File: config.mk
export PLATFORM = sky130hd
export DESIGN_NAME = thumb_shift_adc_execute
export DESIGN_NICKNAME = d
export VERILOG_FILES = /design/src/rtl/core/tsae_pkg.sv /design/src/rtl/core/thumb_shift_adc_execute.sv /design/src/rtl/core/tsae_ram.sv /design/src/rtl/core/tsae_alu.sv
export SDC_FILE = /design/constraint.sdc
export NUM_CORES = 1
export LEC_CHECK = 0
export BUFFER_PORTS_ARGS = -buffer_cell sky130_fd_sc_hd__buf_4
export CAP_MARGIN = 20
export CORE_ASPECT_RATIO = 1.1
export CORE_UTILIZATION = 46
export DETAILED_ROUTE_END_ITERATION = 7
export PLACE_DENSITY = 0.64
export SLEW_MARGIN = 10
export SYNTH_ARGS = -nofsm -noshare
export SYNTH_HDL_FRONTEND = slang
export SYNTH_SLANG_ARGS = --single-unit
File: constraint.sdc
create_clock -name clk -period 5.55 [get_ports clk]
set_clock_uncertainty 0.15 [all_clocks]
set_input_delay 1.11 -clock clk [delete_from_list [all_inputs] [get_ports clk]]
set_output_delay 1.11 -clock clk [all_outputs]
set_load 0.05 [all_outputs]
File: src/rtl/core/tsae_pkg.sv
// shared types, constants and decode for the thumb shift and adc execute block
`default_nettype none

package tsae_pkg;

  localparam int DATA_W     = 32;
  localparam int REG_COUNT  = 8;
  localparam int REG_ADDR_W = 3;
  localparam int INSN_W     = 16;
  localparam int SHIFT_W    = 8;

  localparam logic [SHIFT_W-1:0] SHIFT_FULL = 8'd32;

  // opcode fields of the five legal encodings
  localparam logic [4:0] TOP5_LSL_IMM  = 5'b00000;
  localparam logic [4:0] TOP5_LSR_IMM  = 5'b00001;
  localparam logic [9:0] TOP10_LSL_REG = 10'h102;
  localparam logic [9:0] TOP10_LSR_REG = 10'h103;
  localparam logic [9:0] TOP10_ADC_REG = 10'h105;

  typedef enum logic [2:0] {
    OP_LSL_IMM,
    OP_LSR_IMM,
    OP_LSL_REG,
    OP_LSR_REG,
    OP_ADC,
    OP_WRITE,
    OP_ILLEGAL
  } op_t;

  typedef struct packed {
    logic n;
    logic z;
    logic c;
    logic v;
  } flags_t;

  typedef struct packed {
    logic [DATA_W-1:0]     result;
    flags_t                flags;
    logic                  illegal;
    logic                  wr_en;
    logic [REG_ADDR_W-1:0] wr_addr;
  } alu_out_t;

  function automatic op_t decode(logic command, logic [INSN_W-1:0] insn);
    op_t op;
    if (command) begin
      op = OP_WRITE;
    end else if (insn[15:11] == TOP5_LSL_IMM) begin
      op = OP_LSL_IMM;
    end else if (insn[15:11] == TOP5_LSR_IMM) begin
      op = OP_LSR_IMM;
    end else if (insn[15:6] == TOP10_LSL_REG) begin
      op = OP_LSL_REG;
    end else if (insn[15:6] == TOP10_LSR_REG) begin
      op = OP_LSR_REG;
    end else if (insn[15:6] == TOP10_ADC_REG) begin
      op = OP_ADC;
    end else begin
      op = OP_ILLEGAL;
    end
    return op;
  endfunction

endpackage

`default_nettype wire

File: src/rtl/core/thumb_shift_adc_execute.sv
// top level of the thumb shift and adc execute unit
//
// usage
//   input channel (in_valid / in_ready) carries one beat per step: command,
//   instruction, reg_index and reg_value. command 1 writes reg_value into
//   register reg_index, command 0 executes instruction (lsl / lsr immediate,
//   lsl / lsr register, adc register) on the eight-entry register file
//   output channel (out_valid / out_ready) returns exactly one beat per input
//   beat: result, flag_n, flag_z, flag_c, flag_v and illegal
//   stages: one input register (operand read from the register ram) and
//   one result register, which loads as a beat leaves the operand stage
//   throughput: one beat per cycle unless the receiver stalls; register
//   file and flags are written as a beat leaves the operand stage, and a
//   read that hits that write is forwarded, so dependent instructions
//   follow back to back
//   reset: both stages empty, flags and all registers read as zero at once
//   (per-register written bits, no clearing pass)
//   receiver stall: the result register holds; the operand stage holds one
//   more beat, then in_ready drops until the output drains
`default_nettype none

module thumb_shift_adc_execute (
  input  wire logic                            clk,
  input  wire logic                            rst,
  input  wire logic                            in_valid,
  output logic                                 in_ready,
  input  wire logic                            command,
  input  wire logic [tsae_pkg::INSN_W-1:0]     instruction,
  input  wire logic [tsae_pkg::REG_ADDR_W-1:0] reg_index,
  input  wire logic [tsae_pkg::DATA_W-1:0]     reg_value,
  output logic                                 out_valid,
  input  wire logic                            out_ready,
  output logic      [tsae_pkg::DATA_W-1:0]     result,
  output logic                                 flag_n,
  output logic                                 flag_z,
  output logic                                 flag_c,
  output logic                                 flag_v,
  output logic                                 illegal
);

  // operand stage
  logic                            s1_valid;
  logic                            s1_command;
  logic [tsae_pkg::INSN_W-1:0]     s1_insn;
  logic [tsae_pkg::REG_ADDR_W-1:0] s1_reg_index;
  logic [tsae_pkg::DATA_W-1:0]     s1_reg_value;
  logic                            fwd_mid;
  logic                            fwd_lo;
  logic [tsae_pkg::DATA_W-1:0]     fwd_data;
  logic                            known_mid;
  logic                            known_lo;

  // architectural state
  logic [tsae_pkg::REG_COUNT-1:0]  reg_written;
  tsae_pkg::flags_t                flags;

  logic                            in_beat;
  logic                            s1_advance;
  logic [tsae_pkg::DATA_W-1:0]     ram_q_mid;
  logic [tsae_pkg::DATA_W-1:0]     ram_q_lo;
  logic [tsae_pkg::DATA_W-1:0]     rm_val;
  logic [tsae_pkg::DATA_W-1:0]     rdn_val;
  logic                            wr_en;
  tsae_pkg::alu_out_t              alu_out;

  // operand stage moves on whenever the result register is free or draining
  assign s1_advance = s1_valid && (!out_valid || out_ready);
  assign in_ready   = !s1_valid || s1_advance;
  assign in_beat    = in_valid && in_ready;
  assign wr_en      = s1_advance && alu_out.wr_en;

  // both operand fields are read for every beat, whatever the encoding
  tsae_ram #(
    .WIDTH (tsae_pkg::DATA_W),
    .DEPTH (tsae_pkg::REG_COUNT)
  ) u_regs (
    .clk    (clk),
    .we     (wr_en),
    .waddr  (alu_out.wr_addr),
    .wdata  (alu_out.result),
    .re     (in_beat),
    .raddr0 (instruction[5:3]),
    .raddr1 (instruction[2:0]),
    .rdata0 (ram_q_mid),
    .rdata1 (ram_q_lo)
  );

  // forwarded write wins, then unwritten registers read as zero
  assign rm_val  = fwd_mid ? fwd_data : (known_mid ? ram_q_mid : '0);
  assign rdn_val = fwd_lo  ? fwd_data : (known_lo  ? ram_q_lo  : '0);

  tsae_alu u_alu (
    .command     (s1_command),
    .instruction (s1_insn),
    .reg_index   (s1_reg_index),
    .reg_value   (s1_reg_value),
    .rm_val      (rm_val),
    .rdn_val     (rdn_val),
    .flags_in    (flags),
    .alu_out     (alu_out)
  );

  always_ff @(posedge clk) begin
    if (rst) begin
      s1_valid    <= 1'b0;
      out_valid   <= 1'b0;
      reg_written <= '0;
      flags       <= '0;
    end else begin
      if (in_beat) begin
        s1_valid <= 1'b1;
      end else if (s1_advance) begin
        s1_valid <= 1'b0;
      end

      if (s1_advance) begin
        out_valid <= 1'b1;
        flags     <= alu_out.flags;
      end else if (out_ready) begin
        out_valid <= 1'b0;
      end

      if (wr_en) begin
        reg_written[alu_out.wr_addr] <= 1'b1;
      end
    end
  end

  // payload registers
  always_ff @(posedge clk) begin
    if (in_beat) begin
      s1_command   <= command;
      s1_insn      <= instruction;
      s1_reg_index <= reg_index;
      s1_reg_value <= reg_value;
      fwd_mid      <= wr_en && (alu_out.wr_addr == instruction[5:3]);
      fwd_lo       <= wr_en && (alu_out.wr_addr == instruction[2:0]);
      fwd_data     <= alu_out.result;
      known_mid    <= reg_written[instruction[5:3]];
      known_lo     <= reg_written[instruction[2:0]];
    end
    if (s1_advance) begin
      result  <= alu_out.result;
      flag_n  <= alu_out.flags.n;
      flag_z  <= alu_out.flags.z;
      flag_c  <= alu_out.flags.c;
      flag_v  <= alu_out.flags.v;
      illegal <= alu_out.illegal;
    end
  end

endmodule

`default_nettype wire

File: src/rtl/core/tsae_ram.sv
// generic ram, one write port and two registered read ports
`default_nettype none

module tsae_ram #(
  parameter int WIDTH = 32,
  parameter int DEPTH = 8
) (
  input  wire logic                     clk,
  input  wire logic                     we,
  input  wire logic [$clog2(DEPTH)-1:0] waddr,
  input  wire logic [WIDTH-1:0]         wdata,
  input  wire logic                     re,
  input  wire logic [$clog2(DEPTH)-1:0] raddr0,
  input  wire logic [$clog2(DEPTH)-1:0] raddr1,
  output logic      [WIDTH-1:0]         rdata0,
  output logic      [WIDTH-1:0]         rdata1
);

  logic [WIDTH-1:0] mem [DEPTH];

  always_ff @(posedge clk) begin
    if (we) begin
      mem[waddr] <= wdata;
    end
    if (re) begin
      rdata0 <= mem[raddr0];
      rdata1 <= mem[raddr1];
    end
  end

endmodule

`default_nettype wire

File: src/rtl/core/tsae_alu.sv
// combinational execute logic: decode, barrel shift, adc and flag update
`default_nettype none

module tsae_alu (
  input  wire logic                              command,
  input  wire logic [tsae_pkg::INSN_W-1:0]       instruction,
  input  wire logic [tsae_pkg::REG_ADDR_W-1:0]   reg_index,
  input  wire logic [tsae_pkg::DATA_W-1:0]       reg_value,
  input  wire logic [tsae_pkg::DATA_W-1:0]       rm_val,
  input  wire logic [tsae_pkg::DATA_W-1:0]       rdn_val,
  input  wire tsae_pkg::flags_t                  flags_in,
  output tsae_pkg::alu_out_t                     alu_out
);

  tsae_pkg::op_t                   op;
  logic [4:0]                      imm5;
  logic [tsae_pkg::DATA_W-1:0]     shift_x;
  logic [tsae_pkg::SHIFT_W-1:0]    shift_n;
  logic [tsae_pkg::DATA_W:0]       left_w;
  logic [tsae_pkg::DATA_W:0]       right_w;
  logic                            shift_over;
  logic                            shift_none;
  logic [tsae_pkg::DATA_W:0]       sum;
  logic [tsae_pkg::DATA_W-1:0]     res;
  logic                            carry;

  always_comb begin
    op   = tsae_pkg::decode(command, instruction);
    imm5 = instruction[10:6];

    // immediate forms shift Rm, register forms shift Rdn by Rm[7:0]
    if (op == tsae_pkg::OP_LSL_IMM || op == tsae_pkg::OP_LSR_IMM) begin
      shift_x = rm_val;
    end else begin
      shift_x = rdn_val;
    end

    case (op)
      tsae_pkg::OP_LSL_IMM: shift_n = {3'b000, imm5};
      tsae_pkg::OP_LSR_IMM: shift_n = (imm5 == 5'd0) ? tsae_pkg::SHIFT_FULL : {3'b000, imm5};
      default:              shift_n = rm_val[tsae_pkg::SHIFT_W-1:0];
    endcase

    // extra bit catches the last bit shifted out, valid up to a shift of 32
    left_w     = {1'b0, shift_x} << shift_n[5:0];
    right_w    = {shift_x, 1'b0} >> shift_n[5:0];
    shift_over = shift_n > tsae_pkg::SHIFT_FULL;
    shift_none = shift_n == '0;

    sum = {1'b0, rdn_val} + {1'b0, rm_val} + {{tsae_pkg::DATA_W{1'b0}}, flags_in.c};

    res   = '0;
    carry = flags_in.c;
    case (op)
      tsae_pkg::OP_LSL_IMM, tsae_pkg::OP_LSL_REG: begin
        if (shift_none) begin
          res = shift_x;
        end else if (!shift_over) begin
          res   = left_w[tsae_pkg::DATA_W-1:0];
          carry = left_w[tsae_pkg::DATA_W];
        end else begin
          carry = 1'b0;
        end
      end
      tsae_pkg::OP_LSR_IMM, tsae_pkg::OP_LSR_REG: begin
        if (shift_none) begin
          res = shift_x;
        end else if (!shift_over) begin
          res   = right_w[tsae_pkg::DATA_W:1];
          carry = right_w[0];
        end else begin
          carry = 1'b0;
        end
      end
      tsae_pkg::OP_ADC: begin
        res   = sum[tsae_pkg::DATA_W-1:0];
        carry = sum[tsae_pkg::DATA_W];
      end
      tsae_pkg::OP_WRITE: res = reg_value;
      default:            res = '0;
    endcase

    alu_out.result  = res;
    alu_out.flags   = flags_in;
    alu_out.illegal = 1'b0;
    alu_out.wr_en   = 1'b1;
    alu_out.wr_addr = instruction[2:0];
    case (op)
      tsae_pkg::OP_WRITE: begin
        alu_out.wr_addr = reg_index;
      end
      tsae_pkg::OP_ILLEGAL: begin
        alu_out.illegal = 1'b1;
        alu_out.wr_en   = 1'b0;
      end
      tsae_pkg::OP_ADC: begin
        alu_out.flags.n = res[tsae_pkg::DATA_W-1];
        alu_out.flags.z = (res == '0);
        alu_out.flags.c = carry;
        alu_out.flags.v = ((rdn_val[tsae_pkg::DATA_W-1] ^ res[tsae_pkg::DATA_W-1]) &
                           (rm_val[tsae_pkg::DATA_W-1] ^ res[tsae_pkg::DATA_W-1]));
      end
      default: begin
        // shifts keep v
        alu_out.flags.n = res[tsae_pkg::DATA_W-1];
        alu_out.flags.z = (res == '0);
        alu_out.flags.c = carry;
      end
    endcase
  end

endmodule

`default_nettype wire

==> flow_summary.yaml <==
outcome:
  status: "finished clean"
finish:
  areaGrowthSynthToFinish_pct: 16.6
  fin_nets: 2534
  fin_cells: 3243
  post-route-util_pct: 54.4
  multi_input_area_um2: 13000
  drive_above_1_share_pct: 28.5
  finish.instance_area_um2: 31900
  fill_cells: 5023
  seqCellArea_um2: 13600
global_route:
  grt_pass1_vias: 22600
  grt_pass1_wl_um: 168000
  grt_overflow: 0
  grt_usage_pct: 39.5
  antenna_found_initial: 3
  grt_max_degree: 85
yosys:
  ys_types: 111
  yosys_warnings: 0
  yosysTopAreaCell: "edfxtp_1"
  synthArstFlopShare_pct: 0
  synth_ff_type: "edfxtp_1"
  syn_inst: 2207
  synthesis.nets: 2296
  synth_area_leaders: "edfxtp_1, mux4_2, mux2_2"
  syn-cell-area_um2: 27300
  synth_edf_count: 442
  avgSynthCellArea_um2: 12.4
  synth_top_area_share_pct: 48.5
  ys_seq_area_share_pct: 49.6
  ys_seq_elements: 456
  yosysMostFrequentCell: "edfxtp_1"
  synth_common_cells: "edfxtp_1, nand2_1, nor2_1"
setup_path:
  cp.arrival_ns: 5.71
  ff2ff_path_depth: 18
  crit_path_cell_trace: "buf_4, nand3b_1, and2_1, inv_1, ha_1, o311ai_0, a21oi_4, nor2_1, o21ai_0, xor2_1, a221oi_1, nand2_1, nor4_1, nand4_1, nor4_1, nand4bb_1, buf_4, o22ai_2"
  path_class: "register to register"
  worst_setup_path_start_kind: "register"
  slowest_delay_ns: 0.60
  critical_path.max_fanout: 14
  worstPathRequired_ns: 5.94
  cp_slowest_cell: "o311ai_0"
  end_kind: "register"
cts:
  clk_latency_ns: 0.61
  clock_path_buffers: 3
  clk_pin_slew_ns: 0.06
  clock_sinks: 456
  h-tree-depth: 2
  cts-root-buf: "clkbuf_16"
  cts_tree: "yes"
  post_cts_buffers: 0
  cts_resized: 0
  ctsHoldBuffers: 0
  cts_inserted_buffers: 48
route:
  first_iter_violations: 3108
  vias: 23100
  drc: 0
  drtPass1Iterations: 6
  final_antenna_net_count: 0
  routed_via_density: 7.11
  wl_per_cell_um: 36.7
  routed_wl_um: 119000
die:
  ios: 95
  die-width_um: 234
  dieArea_um2: 60400
  start_util_pct: 46.6
  coreArea_um2: 58600
  num_rows: 93
  dieHeight_um: 258
timing:
  period_share_pct: 95.9
  final-hold-violation-count: 0
  slew_violations: 0
  rsz0062_at_grt: "no"
  min_period_ns: 5.32
  relSlewSlack_pct: 30.3
  max_freq_ghz: 0.188
  worstMarginPinSlew_ns: 1.04
  hold_ws_ns: 0.309
  tns_ns: 0
  setup_viol: 0
power_and_ir_drop:
  leakagePower_uw: 0.0112
  vdd_drop_max_mv: 0.408
  power_density_nw_per_um2: 286
hold_path:
  worstHoldPathCells: 2
  hold_path.class: "register to register"
placement:
  portBuffers: 94
  dpl_cell_area_um2: 30400
  place_congestion: 1.09
  place_hpwl_um: 89300
  dpl.cell_count: 3154
job:
  maxCapViolCount: 0
placed cells by master (no fill, tap or decap), types with 26 or more instances in the layout:
cell	count
ha_1	31
inv_1	26
o21ai_0	100
o211ai_1	51
nand3_1	55
a22oi_1	27
nor2_1	128
nor3_1	34
a21oi_1	113
nand3b_1	27
clkbuf_16	48
a22o_1	32
o22ai_1	39
mux4_2	133
buf_4	328
mux2i_1	69
edfxtp_1	442
mux2_2	70
nand2_1	186
logic make-up (layout without fill, tap and decap cells):
kind of cell	count (synthesis)	count (layout)	synth area share [%]
xor gates and xnor gates	31	31	0.993
buffers and inverters	188	463	3.36
adders and majority gates	33	33	1.57
AOI/OAI and AO/OA	630	630	16.5
and+or+nand+nor	580	580	10.4
other	0	1	0
DFF	456	456	49.6
muxes	289	289	17.5
path summary, 6_finish.rpt:
kind / slack [ns] / endpoint / startpoint
worst max register to register: 0.23 / flags[2]$_SDFFE_PP0P_ / known_mid$_DFFE_PP_
worst min register to register: 0.31 / flags[3]$_SDFFE_PP0P_ / flags[3]$_SDFFE_PP0P_
worst min-delay path: 0.31 / flags[3]$_SDFFE_PP0P_ / flags[3]$_SDFFE_PP0P_
worst max-delay path: 0.23 / flags[2]$_SDFFE_PP0P_ / known_mid$_DFFE_PP_
critical path: cells and delay by family (launching register included):
kind                       cells  cell delay (ns)
AOI/OAI and AO/OA              5             1.36
xor gates and xnor gates       1             0.23
adders and majority gates      1             0.36
buffers and inverters          3             0.68
DFF                            1             0.53
and+or+nand+nor                8             1.89
where the power goes:
group	switching, uW	total, uW	internal [uW]
Sequential	72.6	3990	3920
Clock	1370	3060	1690
Combinational	1360	2060	694
Total	2800	9110	6310
state kept, by name, summed over array words and instances, names as in the netlist, 8 cells and up:
signal	flops
fwd_data	32
s1_reg_value	32
s1_insn	13
u_regs.mem	256
reg_written	8
result	32
u_regs.rdata0	32
u_regs.rdata1	32
layer usage:
layer | GRT usage [%] | up-vias | routed length, um
met2 | 61.5 | 1593 | 54300
met5 | 0 | - | 0
met4 | 26.7 | 0 | 10100
met1 | 49.9 | 11500 | 43600
li1 | - | 9452 | -
met3 | 7.72 | 469 | 11000
layout make-up:
type | instances | share of cell area (%)
clock inverters | 29 | 0.765
multi-input cells | 1563 | 40.7
flip-flops and latches | 456 | 42.5
repair buffers | 344 | 8.75
inverters | 32 | 0.377
well taps | 760 | 2.98
clock buffers | 58 | 3.88
diodes | 1 | 0.00785
per-stage QoR:
stage / total power, uW / setup slack [ns]
floorplan: 5110 / 0.673
CTS: 9070 / 0.118
global route: 9320 / 0.0212
detailed placement: 6020 / 0.154
finish: 9110 / 0.229
global placement: 6030 / 0.170
No activity file was read; power rests on OpenSTA's default activity.
